$ cat src/stl_pkg.sv
`timescale 1ns / 1ps
// ----------------------------------------------------------------------------
// stl_pkg
// Shared types and constants of the source token lexer.
// ----------------------------------------------------------------------------
package stl_pkg;

	typedef struct packed {
		logic       func;
		logic [6:0] char_byte;
	} stl_in_t;

	typedef struct packed {
		logic [5:0]  token_kind;
		logic [31:0] start_offset;
		logic [31:0] span_length;
		logic [1:0]  diag_code;
		logic        run_last;
	} stl_out_t;

	localparam logic [5:0] K_IDENT   = 6'd0;
	localparam logic [5:0] K_INT     = 6'd1;
	localparam logic [5:0] K_FLOAT   = 6'd2;
	localparam logic [5:0] K_STRING  = 6'd3;
	localparam logic [5:0] K_SLASH   = 6'd17;
	localparam logic [5:0] K_DOT     = 6'd19;
	localparam logic [5:0] K_DOTDOT  = 6'd20;
	localparam logic [5:0] K_BANG    = 6'd21;
	localparam logic [5:0] K_ASSIGN  = 6'd23;
	localparam logic [5:0] K_LT      = 6'd26;
	localparam logic [5:0] K_GT      = 6'd28;
	localparam logic [5:0] K_INVALID = 6'd32;
	localparam logic [5:0] K_END     = 6'd33;
	localparam logic [5:0] K_DIAG    = 6'd34;

	localparam logic [1:0] D_NONE  = 2'd0;
	localparam logic [1:0] D_CHAR  = 2'd1;
	localparam logic [1:0] D_BLOCK = 2'd2;
	localparam logic [1:0] D_STR   = 2'd3;

	// configuration register addresses
	localparam logic [1:0] A_BASE = 2'd0;

	// scan modes, one-hot
	typedef enum logic [15:0] {
		M_IDLE       = 16'h0001,
		M_IDENT      = 16'h0002,
		M_ZERO       = 16'h0004,
		M_INT        = 16'h0008,
		M_DOT        = 16'h0010,
		M_FRAC       = 16'h0020,
		M_ESIGN      = 16'h0040,
		M_EXP        = 16'h0080,
		M_HEX        = 16'h0100,
		M_SUFFIX     = 16'h0200,
		M_STR        = 16'h0400,
		M_STR_ESC    = 16'h0800,
		M_OP         = 16'h1000,
		M_LINE       = 16'h2000,
		M_BLOCK      = 16'h4000,
		M_BLOCK_STAR = 16'h8000
	} mode_t;

	// one token record before offsets are finalized
	typedef struct packed {
		logic       vld;
		logic [5:0] kind;
		logic [1:0] sel;   // start: 0 token_begin, 1 pos, 2 pos-1
		logic [1:0] span;  // span: 0 pos-begin, 1 literal, 2 pos-1-begin, 3 pos+1-begin
		logic [1:0] lit;   // literal span value
		logic [1:0] diag;
	} rec_t;

	localparam logic [1:0] S_BEGIN = 2'd0;
	localparam logic [1:0] S_POS   = 2'd1;
	localparam logic [1:0] S_POSM1 = 2'd2;
	localparam logic [1:0] L_DIFF  = 2'd0;
	localparam logic [1:0] L_LIT   = 2'd1;
	localparam logic [1:0] L_DIFFM = 2'd2;
	localparam logic [1:0] L_DIFFP = 2'd3;

	function automatic logic is_letter(logic [6:0] c);
		return (c >= 7'h61 && c <= 7'h7a) || (c >= 7'h41 && c <= 7'h5a);
	endfunction
	function automatic logic is_digit(logic [6:0] c);
		return c >= 7'h30 && c <= 7'h39;
	endfunction
	function automatic logic is_space(logic [6:0] c);
		return c == 7'h20 || (c >= 7'd9 && c <= 7'd13);
	endfunction
	function automatic logic is_hex(logic [6:0] c);
		return is_digit(c) || (c >= 7'h61 && c <= 7'h66) || (c >= 7'h41 && c <= 7'h46);
	endfunction

	// single-character punctuator kind, or invalid
	function automatic logic [5:0] single_kind(logic [6:0] c);
		logic [5:0] k;
		unique case (c)
			7'h7b: k = 6'd4;
			7'h7d: k = 6'd5;
			7'h28: k = 6'd6;
			7'h29: k = 6'd7;
			7'h5b: k = 6'd8;
			7'h5d: k = 6'd9;
			7'h3a: k = 6'd10;
			7'h2c: k = 6'd11;
			7'h40: k = 6'd12;
			7'h3b: k = 6'd13;
			7'h2b: k = 6'd14;
			7'h2d: k = 6'd15;
			7'h2a: k = 6'd16;
			7'h25: k = 6'd18;
			default: k = K_INVALID;
		endcase
		return k;
	endfunction

	function automatic logic is_opstart(logic [6:0] c);
		return c == 7'h2f || c == 7'h2e || c == 7'h21 || c == 7'h3d ||
			c == 7'h3c || c == 7'h3e || c == 7'h26 || c == 7'h7c;
	endfunction

	// two-character operator, K_INVALID when none
	function automatic logic [5:0] pair_kind(logic [6:0] h, logic [6:0] c);
		logic [5:0] k;
		k = K_INVALID;
		if (h == 7'h2e && c == 7'h2e) k = K_DOTDOT;
		if (h == 7'h21 && c == 7'h3d) k = 6'd22;
		if (h == 7'h3d && c == 7'h3d) k = 6'd24;
		if (h == 7'h3d && c == 7'h3e) k = 6'd25;
		if (h == 7'h3c && c == 7'h3d) k = 6'd27;
		if (h == 7'h3e && c == 7'h3d) k = 6'd29;
		if (h == 7'h26 && c == 7'h26) k = 6'd30;
		if (h == 7'h7c && c == 7'h7c) k = 6'd31;
		return k;
	endfunction

	function automatic logic [5:0] held_kind(logic [6:0] h);
		logic [5:0] k;
		unique case (h)
			7'h2f: k = K_SLASH;
			7'h2e: k = K_DOT;
			7'h21: k = K_BANG;
			7'h3d: k = K_ASSIGN;
			7'h3c: k = K_LT;
			7'h3e: k = K_GT;
			default: k = K_INVALID;
		endcase
		return k;
	endfunction

endpackage

$ cat src/source_token_lexer_core.sv
`timescale 1ns / 1ps
// ----------------------------------------------------------------------------
// source_token_lexer_core
// Streaming tokenizer, one character per item, up to three tokens per item.
//
//  channel  direction  handshake          payload
//  in       input      in_valid/in_stall  stl_in_t  (func, char_byte)
//  out      output     out_valid/out_stall stl_out_t (kind, offset, span, diag, last)
//  apb      input      psel/penable/...   base_offset at address 0
//
// An item that yields zero or one token is taken every cycle while out_stall
// is low. An item that yields several tokens holds the input while the result
// register drains one token per cycle unless out_stall is high. Reset clears scan
// state and base_offset. Output stalls back up into the input through in_stall.
// ----------------------------------------------------------------------------
module source_token_lexer_core #(
	parameter int OFFSET_BITS = 32
) (
	input  logic               clk,
	input  logic               arst_n,
	input  logic               in_valid,
	output logic               in_stall,
	input  stl_pkg::stl_in_t   in_data,
	output logic               out_valid,
	input  logic               out_stall,
	output stl_pkg::stl_out_t  out_data,
	input  logic               psel,
	input  logic               penable,
	input  logic               pwrite,
	input  logic [1:0]         paddr,
	input  logic [31:0]        pwdata,
	output logic [31:0]        prdata,
	output logic               pready
);
	import stl_pkg::*;

	logic [31:0]            base_q;
	logic                   busy;
	logic                   acc;
	rec_t                   rec0, rec1, rec2;
	logic [OFFSET_BITS-1:0] pos, tbeg;

	assign pready   = 1'b1;
	assign prdata   = (paddr == A_BASE) ? base_q : '0;
	assign in_stall = busy;
	assign acc      = in_valid && !busy;

	// configuration register
	always_ff @(posedge clk or negedge arst_n) begin
		if (!arst_n) base_q <= '0;
		else if (psel && penable && pwrite && paddr == A_BASE) base_q <= pwdata;
	end

	stl_scan #(.OFFSET_BITS(OFFSET_BITS)) u_scan (
		.clk(clk), .arst_n(arst_n), .adv(acc), .item(in_data),
		.rec0(rec0), .rec1(rec1), .rec2(rec2), .pos(pos), .tbeg(tbeg)
	);

	stl_emit #(.OFFSET_BITS(OFFSET_BITS)) u_emit (
		.clk(clk), .arst_n(arst_n), .load(acc), .rec0(rec0), .rec1(rec1),
		.rec2(rec2), .pos(pos), .tbeg(tbeg), .base(base_q),
		.out_stall(out_stall), .out_valid(out_valid), .out_data(out_data),
		.busy(busy)
	);

`ifndef SYNTHESIS
	a_stall_busy: assert property (@(posedge clk) disable iff (!arst_n)
		out_valid && out_stall |-> in_stall)
		else $error("input taken while output blocked");
	a_ready: assert property (@(posedge clk) pready)
		else $error("pready low");
	a_last: assert property (@(posedge clk) disable iff (!arst_n)
		in_stall |-> out_valid)
		else $error("stall without pending output");
`endif

endmodule

$ cat src/stl_scan.sv
`timescale 1ns / 1ps
// ----------------------------------------------------------------------------
// stl_scan
// Scanner state and next-state logic: up to three token records per item.
// ----------------------------------------------------------------------------
module stl_scan #(
	parameter int OFFSET_BITS = 32
) (
	input  logic                   clk,
	input  logic                   arst_n,
	input  logic                   adv,
	input  stl_pkg::stl_in_t       item,
	output stl_pkg::rec_t          rec0,
	output stl_pkg::rec_t          rec1,
	output stl_pkg::rec_t          rec2,
	output logic [OFFSET_BITS-1:0] pos,
	output logic [OFFSET_BITS-1:0] tbeg
);
	import stl_pkg::*;

	mode_t                  mode_q, mode_d;
	logic [OFFSET_BITS-1:0] pos_q, beg_q, beg_d;
	logic [6:0]             held_q, held_d;
	logic                   flt_q, flt_d;
	logic [6:0]             c;
	rec_t                   r [3];
	logic [1:0]             n;
	logic [5:0]             pk;

	assign c    = item.char_byte;
	assign pos  = pos_q;
	assign tbeg = beg_q;
	assign rec0 = r[0];
	assign rec1 = r[1];
	assign rec2 = r[2];

	// next state and records
	always_comb begin
		logic do_idle;
		logic num_end;
		rec_t t;
		mode_d  = mode_q;
		beg_d   = beg_q;
		held_d  = held_q;
		flt_d   = flt_q;
		n       = 2'd0;
		do_idle = 1'b0;
		num_end = 1'b0;
		pk      = pair_kind(held_q, c);
		r[0] = '0;
		r[1] = '0;
		r[2] = '0;
		t    = '0;
		if (item.func) begin
			unique case (mode_q)
				M_IDENT: begin
					r[0] = '{1'b1, K_IDENT, S_BEGIN, L_DIFF, 2'd0, D_NONE};
					n = 2'd1;
				end
				M_ZERO, M_INT, M_FRAC, M_ESIGN, M_EXP, M_HEX, M_SUFFIX: begin
					r[0] = '{1'b1, flt_q ? K_FLOAT : K_INT, S_BEGIN, L_DIFF, 2'd0, D_NONE};
					n = 2'd1;
				end
				M_DOT: begin
					r[0] = '{1'b1, K_INT, S_BEGIN, L_DIFFM, 2'd0, D_NONE};
					r[1] = '{1'b1, K_DOT, S_POSM1, L_LIT, 2'd1, D_NONE};
					n = 2'd2;
				end
				M_STR, M_STR_ESC: begin
					r[0] = '{1'b1, K_STRING, S_BEGIN, L_DIFF, 2'd0, D_STR};
					n = 2'd1;
				end
				M_OP: begin
					r[0] = '{1'b1, held_kind(held_q), S_BEGIN, L_LIT, 2'd1,
						held_kind(held_q) == K_INVALID ? D_CHAR : D_NONE};
					n = 2'd1;
				end
				M_BLOCK, M_BLOCK_STAR: begin
					r[0] = '{1'b1, K_DIAG, S_BEGIN, L_DIFF, 2'd0, D_BLOCK};
					n = 2'd1;
				end
				default: n = 2'd0;
			endcase
			r[n] = '{1'b1, K_END, S_POS, L_LIT, 2'd0, D_NONE};
			mode_d = M_IDLE;
			beg_d  = '0;
			held_d = '0;
			flt_d  = 1'b0;
		end else begin
			unique case (mode_q)
				M_IDENT: begin
					if (!(is_letter(c) || is_digit(c) || c == 7'h5f)) begin
						r[0] = '{1'b1, K_IDENT, S_BEGIN, L_DIFF, 2'd0, D_NONE};
						n = 2'd1;
						do_idle = 1'b1;
					end
				end
				M_ZERO, M_INT: begin
					if (mode_q == M_ZERO && (c == 7'h78 || c == 7'h58)) mode_d = M_HEX;
					else begin
						mode_d = M_INT;
						if (is_digit(c) || c == 7'h5f) mode_d = M_INT;
						else if (c == 7'h2e) begin
							mode_d = M_DOT;
							held_d = c;
						end else if (c == 7'h65 || c == 7'h45) begin
							flt_d  = 1'b1;
							mode_d = M_ESIGN;
						end else if (is_letter(c)) mode_d = M_SUFFIX;
						else num_end = 1'b1;
					end
				end
				M_DOT: begin
					held_d = '0;
					if (is_digit(c)) begin
						flt_d  = 1'b1;
						mode_d = M_FRAC;
					end else begin
						r[0] = '{1'b1, K_INT, S_BEGIN, L_DIFFM, 2'd0, D_NONE};
						if (c == 7'h2e) begin
							r[1] = '{1'b1, K_DOTDOT, S_POSM1, L_LIT, 2'd2, D_NONE};
							n = 2'd2;
							mode_d = M_IDLE;
						end else begin
							r[1] = '{1'b1, K_DOT, S_POSM1, L_LIT, 2'd1, D_NONE};
							n = 2'd2;
							do_idle = 1'b1;
						end
					end
				end
				M_FRAC: begin
					if (is_digit(c) || c == 7'h5f) mode_d = M_FRAC;
					else if (c == 7'h65 || c == 7'h45) mode_d = M_ESIGN;
					else if (is_letter(c)) mode_d = M_SUFFIX;
					else num_end = 1'b1;
				end
				M_ESIGN: begin
					if (c == 7'h2b || c == 7'h2d || is_digit(c) || c == 7'h5f) mode_d = M_EXP;
					else if (is_letter(c)) mode_d = M_SUFFIX;
					else num_end = 1'b1;
				end
				M_EXP: begin
					if (is_digit(c) || c == 7'h5f) mode_d = M_EXP;
					else if (is_letter(c)) mode_d = M_SUFFIX;
					else num_end = 1'b1;
				end
				M_HEX: begin
					if (is_hex(c) || c == 7'h5f) mode_d = M_HEX;
					else if (is_letter(c)) mode_d = M_SUFFIX;
					else num_end = 1'b1;
				end
				M_SUFFIX: begin
					if (!is_letter(c)) num_end = 1'b1;
				end
				M_STR: begin
					if (c == 7'h5c) mode_d = M_STR_ESC;
					else if (c == 7'h22) begin
						r[0] = '{1'b1, K_STRING, S_BEGIN, L_DIFFP, 2'd0, D_NONE};
						n = 2'd1;
						mode_d = M_IDLE;
					end
				end
				M_STR_ESC: mode_d = M_STR;
				M_OP: begin
					if (held_q == 7'h2f && (c == 7'h2f || c == 7'h2a)) begin
						held_d = '0;
						mode_d = (c == 7'h2f) ? M_LINE : M_BLOCK;
					end else if (pk != K_INVALID) begin
						r[0] = '{1'b1, pk, S_BEGIN, L_LIT, 2'd2, D_NONE};
						n = 2'd1;
						held_d = '0;
						mode_d = M_IDLE;
					end else begin
						r[0] = '{1'b1, held_kind(held_q), S_BEGIN, L_LIT, 2'd1,
							held_kind(held_q) == K_INVALID ? D_CHAR : D_NONE};
						n = 2'd1;
						held_d = '0;
						do_idle = 1'b1;
					end
				end
				M_LINE: if (c == 7'h0a) mode_d = M_IDLE;
				M_BLOCK: if (c == 7'h2a) mode_d = M_BLOCK_STAR;
				M_BLOCK_STAR: begin
					if (c == 7'h2f) mode_d = M_IDLE;
					else if (c != 7'h2a) mode_d = M_BLOCK;
				end
				default: do_idle = 1'b1;
			endcase
			if (num_end) begin
				r[0] = '{1'b1, flt_q ? K_FLOAT : K_INT, S_BEGIN, L_DIFF, 2'd0, D_NONE};
				n = 2'd1;
				do_idle = 1'b1;
			end
			// start a new token from idle
			if (do_idle) begin
				mode_d = M_IDLE;
				if (!is_space(c)) begin
					beg_d = pos_q;
					if (is_letter(c) || c == 7'h5f) mode_d = M_IDENT;
					else if (is_digit(c)) begin
						flt_d  = 1'b0;
						mode_d = (c == 7'h30) ? M_ZERO : M_INT;
					end else if (c == 7'h22) mode_d = M_STR;
					else if (is_opstart(c)) begin
						held_d = c;
						mode_d = M_OP;
					end else begin
						t = '{1'b1, single_kind(c), S_POS, L_LIT, 2'd1,
							single_kind(c) == K_INVALID ? D_CHAR : D_NONE};
						r[n] = t;
					end
				end
			end
		end
	end

	// advance state on each accepted item
	always_ff @(posedge clk or negedge arst_n) begin
		if (!arst_n) begin
			mode_q <= M_IDLE;
			pos_q  <= '0;
			beg_q  <= '0;
			held_q <= '0;
			flt_q  <= 1'b0;
		end else if (adv) begin
			mode_q <= mode_d;
			beg_q  <= beg_d;
			held_q <= held_d;
			flt_q  <= flt_d;
			pos_q  <= item.func ? '0 : pos_q + 1'b1;
		end
	end

`ifndef SYNTHESIS
	a_end_resets: assert property (@(posedge clk) disable iff (!arst_n)
		adv && item.func |=> mode_q == M_IDLE && pos_q == '0)
		else $error("end item did not clear scan state");
	a_pos_step: assert property (@(posedge clk) disable iff (!arst_n)
		adv && !item.func |=> pos_q == $past(pos_q) + 1'b1)
		else $error("position did not advance");
	a_held_op: assert property (@(posedge clk) disable iff (!arst_n)
		mode_q == M_OP |-> held_q != '0)
		else $error("operator mode without held char");
`endif

endmodule

$ cat src/stl_emit.sv
`timescale 1ns / 1ps
// ----------------------------------------------------------------------------
// stl_emit
// Result register: latches up to three records and drains one per cycle while out_stall is low.
// ----------------------------------------------------------------------------
module stl_emit #(
	parameter int OFFSET_BITS = 32
) (
	input  logic                   clk,
	input  logic                   arst_n,
	input  logic                   load,
	input  stl_pkg::rec_t          rec0,
	input  stl_pkg::rec_t          rec1,
	input  stl_pkg::rec_t          rec2,
	input  logic [OFFSET_BITS-1:0] pos,
	input  logic [OFFSET_BITS-1:0] tbeg,
	input  logic [31:0]            base,
	input  logic                   out_stall,
	output logic                   out_valid,
	output stl_pkg::stl_out_t      out_data,
	output logic                   busy
);
	import stl_pkg::*;

	stl_out_t   buf_q [3];
	logic [1:0] cnt_q;
	logic [1:0] head_q;
	stl_out_t   f [3];
	logic [1:0] nrec;
	logic       pop;

	// finish one record: offsets and spans at full position width
	function automatic stl_out_t fin(rec_t r, logic [OFFSET_BITS-1:0] p,
		logic [OFFSET_BITS-1:0] b, logic [31:0] bo, logic last);
		stl_out_t o;
		logic [OFFSET_BITS-1:0] st;
		logic [OFFSET_BITS-1:0] sp;
		unique case (r.sel)
			S_POS:   st = p;
			S_POSM1: st = p - 1'b1;
			default: st = b;
		endcase
		unique case (r.span)
			L_LIT:   sp = OFFSET_BITS'(r.lit);
			L_DIFFM: sp = p - 1'b1 - b;
			L_DIFFP: sp = p + 1'b1 - b;
			default: sp = p - b;
		endcase
		o.token_kind   = r.kind;
		o.start_offset = bo + 32'(st);
		o.span_length  = 32'(sp);
		o.diag_code    = r.diag;
		o.run_last     = last;
		return o;
	endfunction

	assign nrec = 2'(rec0.vld) + 2'(rec1.vld) + 2'(rec2.vld);
	assign f[0] = fin(rec0, pos, tbeg, base, !rec1.vld);
	assign f[1] = fin(rec1, pos, tbeg, base, !rec2.vld);
	assign f[2] = fin(rec2, pos, tbeg, base, 1'b1);

	assign out_valid = cnt_q != 2'd0;
	assign out_data  = buf_q[head_q];
	assign pop       = out_valid && !out_stall;
	assign busy      = (cnt_q > 2'd1) || (cnt_q == 2'd1 && !pop);

	// hold records, drain in order
	always_ff @(posedge clk or negedge arst_n) begin
		if (!arst_n) begin
			cnt_q  <= '0;
			head_q <= '0;
		end else if (load) begin
			cnt_q  <= nrec;
			head_q <= '0;
		end else if (pop) begin
			cnt_q  <= cnt_q - 1'b1;
			head_q <= head_q + 1'b1;
		end
	end

	always_ff @(posedge clk) begin
		if (load) begin
			buf_q[0] <= f[0];
			buf_q[1] <= f[1];
			buf_q[2] <= f[2];
		end
	end

`ifndef SYNTHESIS
	a_cnt_range: assert property (@(posedge clk) disable iff (!arst_n)
		cnt_q <= 2'd3)
		else $error("record count out of range");
	a_no_overrun: assert property (@(posedge clk) disable iff (!arst_n)
		load |-> !busy)
		else $error("records overwritten before delivery");
	a_pop: assert property (@(posedge clk) disable iff (!arst_n)
		pop && !load |=> cnt_q == $past(cnt_q) - 2'd1)
		else $error("pop did not drain");
`endif

endmodule
$ cat config.mk
export PLATFORM = sky130hd
export DESIGN_NAME = source_token_lexer_core
export DESIGN_NICKNAME = d
export VERILOG_FILES = /design/src/stl_pkg.sv /design/src/source_token_lexer_core.sv /design/src/stl_scan.sv /design/src/stl_emit.sv
export SDC_FILE = /design/constraint.sdc
export NUM_CORES = 1
export LEC_CHECK = 0
export BUFFER_PORTS_ARGS = -buffer_cell sky130_fd_sc_hd__buf_2
export CORE_MARGIN = 8
export CORE_UTILIZATION = 57
export DETAILED_ROUTE_END_ITERATION = 8
export PLACE_DENSITY = 0.88
export SYNTH_ARGS = -nofsm -noshare
export SYNTH_HDL_FRONTEND = slang
export SYNTH_SLANG_ARGS = --single-unit
$ cat constraint.sdc
create_clock -name clk -period 8.2 [get_ports clk]
set_clock_uncertainty 0.05 [all_clocks]
set_input_delay 2.46 -clock clk [delete_from_list [all_inputs] [get_ports clk]]
set_output_delay 2.46 -clock clk [all_outputs]
set_load 0.01 [all_outputs]
[Word level (Yosys, flattened, before mapping)]
Memories as Yosys holds them, arrays and structs flattened.
Cells that the tools add are included.
Storage, ports and cells
  bits in read-only memories: 0
  latch bits: 0
  bits of input ports: 49
  bits in registers: 124
  memories: 1
  memory bits (writable): 219
  output and inout port bits: 108
Cells by class
  div/mod/pow operators: 0
  $lt $le $gt $ge: 15
  multipliers: 0
  $add $sub $neg: 12
  bitwise logic cells: 5
  equal/unequal tests: 83
  muxes and demuxes: 154
  shifts and indexed selects: 0
  reduce and logical (&&, ||, !) cells: 66
Memory list
  u_emit.buf_q: words 3, width 73, read ports 1, clocked after Yosys merged registers in 0, write ports 3, RTL line stl_emit.sv:25  | stl_out_t buf_q [3];
Operator list (count)
  $mux 16: 26
  $mux 45: 7
  $pmux 32 s3: 3
  $mux 15: 14
  $pmux 16 s12: 1
  $pmux 32 s2: 3
  $eq 7x6->1 const B: 26
  $mux 32: 5
  $mux 6: 21
  $add 32x32->32: 3
  $sub 32x32->32: 3
  $eq 7x7->1 const B: 13
  $pmux 15 s6: 1
  $pmux 6 s14: 1
  $mux 7: 10
  $demux 15 s2: 2
  $pmux 15 s4: 1
  $bwmux 45: 1
  $pmux 6 s6: 1
  $mux 1: 35
  $add 32x1->32 const B: 1
  $sub 32x1->32 const B: 1
  $and 30x30->30: 1
  $mux 30: 1
  other kinds (64): 154

[Logic depth before layout (Yosys ltp)]
Gate-level depths: netlist (run 1).
  depth after elaboration: 33
  mapped depth: 30
  depth with buffers taken out: 25

[By module]
A second synthesis (run 1) with hierarchy kept.
Second synthesis, totals
  cell total of the unflattened synthesis: 3486
  area total of the unflattened synthesis: 30485.5 µm²
By module, submodules not included
  stl_emit: instances 1, area an instance 22631.7 µm², cells each 2619, sequential area each 6646.4 µm²
  stl_scan: instances 1, area an instance 6262.3 µm², cells each 759, sequential area each 2203.4 µm²
  source_token_lexer_core: instances 1, area an instance 1591.5 µm², cells each 108, sequential area each 800.8 µm²

[Worst setup path after synthesis (run 1)]
No wires, ideal clock.
  kind: input to register
  start: input port out_stall
  end: memory u_emit.buf_q[0][0] (netlist bit) (enable)
  stages on the path: 6
  data required time: 7.486 ns
  setup slack: -1.798 ns
  data arrival time: 9.283 ns
  path through: nor2_1 nand2_1 o21ai_0 nand2_1 clkinv_1 clkbuf_1
RTL lines
  start: declaration: RTL line source_token_lexer_core.sv:25  | input logic out_stall,
  end: declaration: RTL line stl_emit.sv:25

==> flow_summary.yaml, run 1 <==
critical_path:
  r2r_start: "u_scan.mode_q[1]"
  reg2reg_to: "u_emit.buf_q[1][65]"
  r2r_cells: 28
  crit_chain: "buf_2 -> xor2_1 -> a41oi_1 -> o211ai_1 -> a31oi_4 -> a2111o_2 -> a211oi_4 -> buf_4 -> a31oi_4 -> nand2_1 -> o21ai_0 -> ha_1 -> fa_1 -> a21oi_1 -> o211ai_1 -> nand3b_1 -> a21boi_0 -> a2111oi_0 -> nor3_1 -> o21ba_2 -> a41o_1 -> o41ai_1 -> xnor2_1"
  worst_setup_path_end_kind: "flop"
  cp.required_ns: 8.47
  critPathMaxFanout: 12
  r2r_slack_ns: 1.17
  cp_slowest_stage_delay_ns: 0.51
  crit_path_top_delay_cell: "a2111o_2"
  crit_arrival_ns: 8.12
  path_class: "in -> reg"
  startpoint_type: "primary input"
routing:
  vias: 26500
  wl_met2_um: 39400
  first_pass_iters: 5
  drt_iter0_markers: 2494
  wire_per_inst_um: 20.6
  wl_met1_um: 35700
  top_layer: "met4"
  viasPerCell: 6.34
  wl_met3_um: 6630
  final_antenna_net_count: 0
  totalWireLength_um: 85900
  drc: 0
min_path:
  holdPathStages: 1
  worstHoldPathType: "reg -> reg"
  worstHoldEndpoint: "u_scan.tbeg[15]"
  hp-start: "u_scan.tbeg[15]"
logic_synthesis:
  syn_area_mm2: 0.0284
  synth-simple-area-share_pct: 18.3
  synth.avg_cell_area_um2: 8.77
  synth_top_family_by_area: "compound AO/OA/AOI/OAI gates"
  yosys.area.top_type_share_pct: 22.8
  synth_cell_type_count: 104
  synth_compound_area_share_pct: 22.0
  ys.flop_type: "edfxtp_1"
  syn_inst: 3241
  async_flop_share_pct: 36.5
  synth.largest_area_cell: "edfxtp_1"
  synth_most_common_cell: "nand2_1"
  synth_edf_count: 216
  ys_ff_latch: 340
  synth_area_leaders: "edfxtp_1 (23%), dfrtp_1 (11%), ha_1 (8.4%)"
  ys_warn_count: 0
  synth_xor_area_share_pct: 6.87
  synth_commonest_cells: "nand2_1 (307), o21ai_0 (268), nor2_1 (262)"
  muxShareOfSynthArea_pct: 5.89
  synth_nets: 3488
  synth_fa_ha_area_share_pct: 8.90
  seq_area_frac_synth_pct: 33.8
pwr:
  vdd.ir_drop.worst_uv: 423
  powerDensity_mw_per_mm2: 401
  power_leakage_nw: 13.8
  totalPowerFinal_mw: 13.0
timing:
  period_share_pct: 95.7
  whs_ns: 0.478
  tightest_slew_ns: 1.15
  grt_setup_unrepaired: "no"
  post-route-min-period_ns: 7.85
  max_freq_ghz: 0.127
  slew_headroom_pct: 23.0
  slew_viol_final: 0
  fin_ws_ns: 0.351
  finalSetupViolCount: 0
  hold_violations: 0
cts:
  htree_num_levels: 2
  root_buffer: "clkbuf_16"
  numCtsBuffers: 41
  cts_sinks: 340
  clock_latency_ns: 0.60
  cts.path.max_buffers: 3
  postCtsSetupBuffers: 0
  cts_tree: "yes"
  clk_pin_slew_worst_paths_ns: 0.06
grt:
  antenna_found_initial: 0
  grt_pass1_wl_um: 136000
  first_global_vias: 25800
  grt_max_degree: 187
  track_usage_pct: 29.2
  overflow: 0
die:
  die_w_um: 239
  row_count: 82
  io_pins: 157
  die_y_um: 239
  core_area_mm2: 0.0497
  dieArea_mm2: 0.0572
  start_util_pct: 57.2
place:
  hpwl_um: 63900
  portBuffers: 155
  dp_cells: 4102
  place.gp.congestion: 1.01
  pre_cts_slack_ns: -0.299
cells_and_area:
  nets: 3720
  finalNonFillerCells: 4178
  drive_gt1_share_pct: 15.9
  fin_util_pct: 65.2
  area_growth_pct: 14.0
  n_antenna_cell: 0
job:
  cap_violations: 0
status:
  status: "finished, final reports clean"
==> cell families (layout without fill, tap and decap cells) <==
kind of cell,Yosys count,count (layout)
mux,159,159
compound gates,974,974
simple gates,1049,1049
other cells,1,1
fa+ha+maj,198,198
xor+xnor,223,223
buf+inv,297,562
flops,340,340
==> report_power, final <==
group | leakage (nW) | internal, mW | switching, mW | total [mW]
sequential | 3.66 | 2.81 | 0.528 | 3.34
combinational | 9.47 | 3.14 | 4.59 | 7.73
clock | 0.674 | 1.15 | 0.763 | 1.91
==> worst max-delay path by stage <==
stage / cells past startpoint / end / slack, ns / from
global placement: 25 / u_emit.buf_q[1][65] / -0.22 / in_data[4]
detailed placement: 25 / u_emit.buf_q[1][65] / -0.30 / in_data[2]
CTS: 28 / u_emit.buf_q[1][65] / 0.26 / in_data[2]
global route: 28 / u_emit.buf_q[1][65] / 0.01 / in_data[2]
floorplan: 26 / u_emit.buf_q[1][65] / 0.03 / in_data[5]
finish: 23 / u_emit.buf_q[0][65] / 0.35 / in_data[2]
==> cells in the final DEF (no fill, tap or decap), drive strengths merged, types with 15 or more instances in the layout <==
master,Yosys,layout
a22o,44,44
inv,117,119
or3,21,21
o21ai,272,272
nor4,28,28
nand2b,33,33
dfrtp,123,123
o21bai,32,32
a31oi,26,26
nor2b,44,44
a21o,84,84
xnor2,145,145
nor3b,21,21
o22ai,36,36
or4,19,19
ha,191,191
xor2,78,78
clkinv,3,15
a211oi,31,31
o21a,34,34
and3,26,26
mux2i,93,93
nand3,80,80
buf,56,366
o211ai,22,22
a21oi,249,249
nor2,264,264
clkbuf,121,53
nand4,24,24
edfxtp,216,216
and2,48,48
nand2,309,309
mux2,66,66
nor3,88,88
==> per-layer routing <==
metal	global-route usage, %	vias to the layer above
li1	-	12400
met1	37.6	12500
met2	48.0	1272
met3	4.28	290
met4	14.2	0
met5	0	-
==> metrics by stage <==
step	TNS, ns	area [um^2]
after floorplan	0	28400
after detailed placement	-1.18	31000
after CTS	0	32400
after global placement	-0.514	31000
after global routing	0	32400
final	0	32400
==> area by class of cell <==
class	count	area, um^2
inverter	120	458
tap	672	841
multi-input combinational	2604	17700
fill	3995	17300
sequential	340	9600
timing repair buffer	366	2390
clock buffer	53	1110
clock inverter	23	290
==> critical path, delay by kind of cell <==
family / cells / cell delay, ns
AO/OA/AOI/OAI: 14 / 3.84
adder cells (fa/ha/maj): 2 / 0.65
AND/OR/NAND/NOR: 3 / 0.49
buffers and inverters: 2 / 0.35
XOR/XNOR: 2 / 0.30
==> registers in the layout (all words and copies together), names as in the netlist <==
signal,flops
u_scan.mode_q,16
u_scan.pos,32
u_scan.held_q,7
u_emit.buf_q,216
u_scan.flt_q,1
base_q,32
u_emit.cnt_q,2
u_emit.head_q,2
u_scan.tbeg,32
==> what timing repair did <==
action                     in CTS  in global routing
setup endpoints to repair       0                  8
gates resized for setup         0                  9
hold buffers                    0                  0
Power figures use the tool's default switching activity.
==> run 2, diff against run 1 <==
--- a/config.mk
+++ b/config.mk
@@ -12,4 +12,5 @@
 export PLACE_DENSITY = 0.88
 export SYNTH_ARGS = -nofsm -noshare
 export SYNTH_HDL_FRONTEND = slang
+export SYNTH_HIERARCHICAL = 1
 export SYNTH_SLANG_ARGS = --single-unit
==> flow_summary.yaml, run 2 <==
die:
  start_util_pct: 57.8
  die_y_um: 247
  die_w_um: 247
  dieArea_mm2: 0.0611
  core_area_mm2: 0.0528
  io_pins: 157
  row_count: 84
place:
  dp_cells: 4357
  place.gp.congestion: 0.997
  pre_cts_slack_ns: -0.317
  portBuffers: 155
  placed_area_mm2: 0.0331
  hpwl_um: 72600
critical_path:
  reg2reg_to: "u_emit/buf_q[1][65]"
  critPathMaxFanout: 10
  r2r_cells: 26
  r2r_slack_ns: 1.18
  crit_arrival_ns: 8.15
  critPathMostFrequentCell: "a21oi_1"
  cp.required_ns: 8.46
  startpoint_type: "primary input"
  crit_path_top_delay_cell: "a2111oi_1"
  path_class: "in -> reg"
  r2r_start: "u_scan/mode_q[10]"
  worst_setup_path_end_kind: "flop"
  crit_buf_inv: 5
  cp_slowest_stage_delay_ns: 0.44
  cp.depth: 27
  cp_top_family: "compound AO/OA/AOI/OAI gates"
min_path:
  worstHoldPathType: "reg -> reg"
  holdPathStages: 1
  worstHoldEndpoint: "u_scan/tbeg[6]"
  hp-start: "u_scan/tbeg[6]"
timing:
  tightest_slew_ns: 1.24
  max_freq_ghz: 0.127
  period_share_pct: 96.2
  hold_violations: 0
  fin_ws_ns: 0.308
  grt_setup_unrepaired: "no"
  finalSetupViolCount: 0
  slew_viol_final: 0
  slew_headroom_pct: 16.9
  post-route-min-period_ns: 7.89
logic_synthesis:
  synth_commonest_cells: "a21oi_1 (306), nand2_1 (293), nor2_1 (263)"
  synth_area_leaders: "edfxtp_1 (21%), dfrtp_1 (10%), ha_1 (8.3%)"
  synth.avg_cell_area_um2: 8.75
  ys_ff_latch: 342
  syn_area_mm2: 0.0305
  synth_edf_count: 218
  syn_inst: 3486
  ys_warn_count: 6
  synth_most_common_cell: "a21oi_1"
  synth.largest_area_cell: "edfxtp_1"
  yosys.area.top_type_share_pct: 21.5
  seq_area_frac_synth_pct: 31.7
  synth_cell_type_count: 104
  ys.flop_type: "edfxtp_1"
  async_flop_share_pct: 36.3
cells_and_area:
  fin_util_pct: 65.3
  final_common_cell: "a21oi_1"
  post-route-cell-area_mm2: 0.0344
  area_growth_pct: 13.0
  largest_reg_flops: 218
  final_cell_mix: "a21oi_1 (302), nand2_1 (291), nor2_1 (262), o21ai_0 (233), buf_4 (222)"
  top_register: "u_emit/buf_q"
  finalNonFillerCells: 4430
  drive_gt1_share_pct: 15.0
  n_antenna_cell: 0
  nets: 3999
routing:
  totalWireLength_um: 97000
  drt_iter0_markers: 3558
  viasPerCell: 6.51
  drc: 0
  vias: 28800
  wire_per_inst_um: 21.9
  final_antenna_net_count: 0
  first_pass_iters: 6
pwr:
  power_leakage_nw: 14.6
  vdd.ir_drop.worst_uv: 250
  powerDensity_mw_per_mm2: 384
cts:
  clock_latency_ns: 0.58
  cts.path.max_buffers: 3
  htree_num_levels: 2
  cts_sinks: 342
  ctsHoldBuffers: 0
  clk_pin_slew_worst_paths_ns: 0.05
  root_buffer: "clkbuf_16"
  numCtsBuffers: 41
  cts_tree: "yes"
grt:
  overflow: 0
  grt_pass1_wl_um: 151000
  grt_use_met3_pct: 5.63
  grt_max_degree: 81
  use_met1_pct: 37.8
  busiest_layer: "met2"
  first_global_vias: 27500
  track_usage_pct: 30.8
  antenna_found_initial: 0
  grt_util_met2_pct: 51.4
status:
  status: "finished, final reports clean"
job:
  cap_violations: 0
## run 2: how the worst max path moves through the flow
stage | startpoint | to | slack, ns
finish | in_data[6] | u_emit/buf_q[1][65] | 0.31
global route | in_data[1] | u_emit/buf_q[0][56] | 0.002
CTS | in_data[4] | u_emit/buf_q[0][65] | 0.29
detailed placement | in_data[1] | u_emit/buf_q[0][65] | -0.32
global placement | in_data[4] | u_emit/buf_q[0][65] | -0.23
floorplan | out_stall | u_scan/pos[31] | -0.15
## run 2: cells by family (layout without fill, tap and decap cells)
group | count (synthesis) | count (layout) | share of synthesized area (%)
muxes | 166 | 166 | 6.10
other | 2 | 8 | 0.0246
xor gates and xnor gates | 229 | 229 | 6.58
AOI/OAI and AO/OA | 1065 | 1065 | 22.4
adders and majority gates | 238 | 238 | 10.6
and+or+nand+nor | 1068 | 1068 | 17.5
buffers and inverters | 376 | 626 | 5.10
DFF | 342 | 342 | 31.7
## run 2: timing repair
| action | CTS | global route |
|---|---|---|
| gates resized for setup | 0 | 13 |
| buffers inserted | 0 | 0 |
| setup endpoints to repair | 0 | 22 |
## run 2: where the power goes
part	leakage (nW)	total, mW	switching (mW)	internal (mW)
logic	10.2	8.24	5.06	3.18
registers	3.74	3.10	0.367	2.74
clock network	0.648	1.88	0.763	1.11
## run 2: area by class of cell
type,count,area (um^2)
well taps,688,861
clock inverters,21,240
flip-flops and latches,342,9660
repair buffers,380,2510
fillers,4265,18300
multi-input cells,2774,19400
clock buffers,52,1110
inverters,173,649
## run 2: per-stage QoR
stage          hold WS (ns)  power, mW  TNS [ns]
6_report              0.461       13.2         0
5_1_grt               0.497       13.9         0
4_1_cts               0.461       13.0         0
3_5_place_dp          0.444       11.1     -4.26
3_3_place_gp          0.438       10.8     -1.33
2_1_floorplan         0.423       8.57    -0.438
## run 2: metal layers
metal,wire length (um),share of wire (%)
met2,45700,47
met5,0,0
met3,8610,8.9
met4,5440,5.6
met1,37200,38
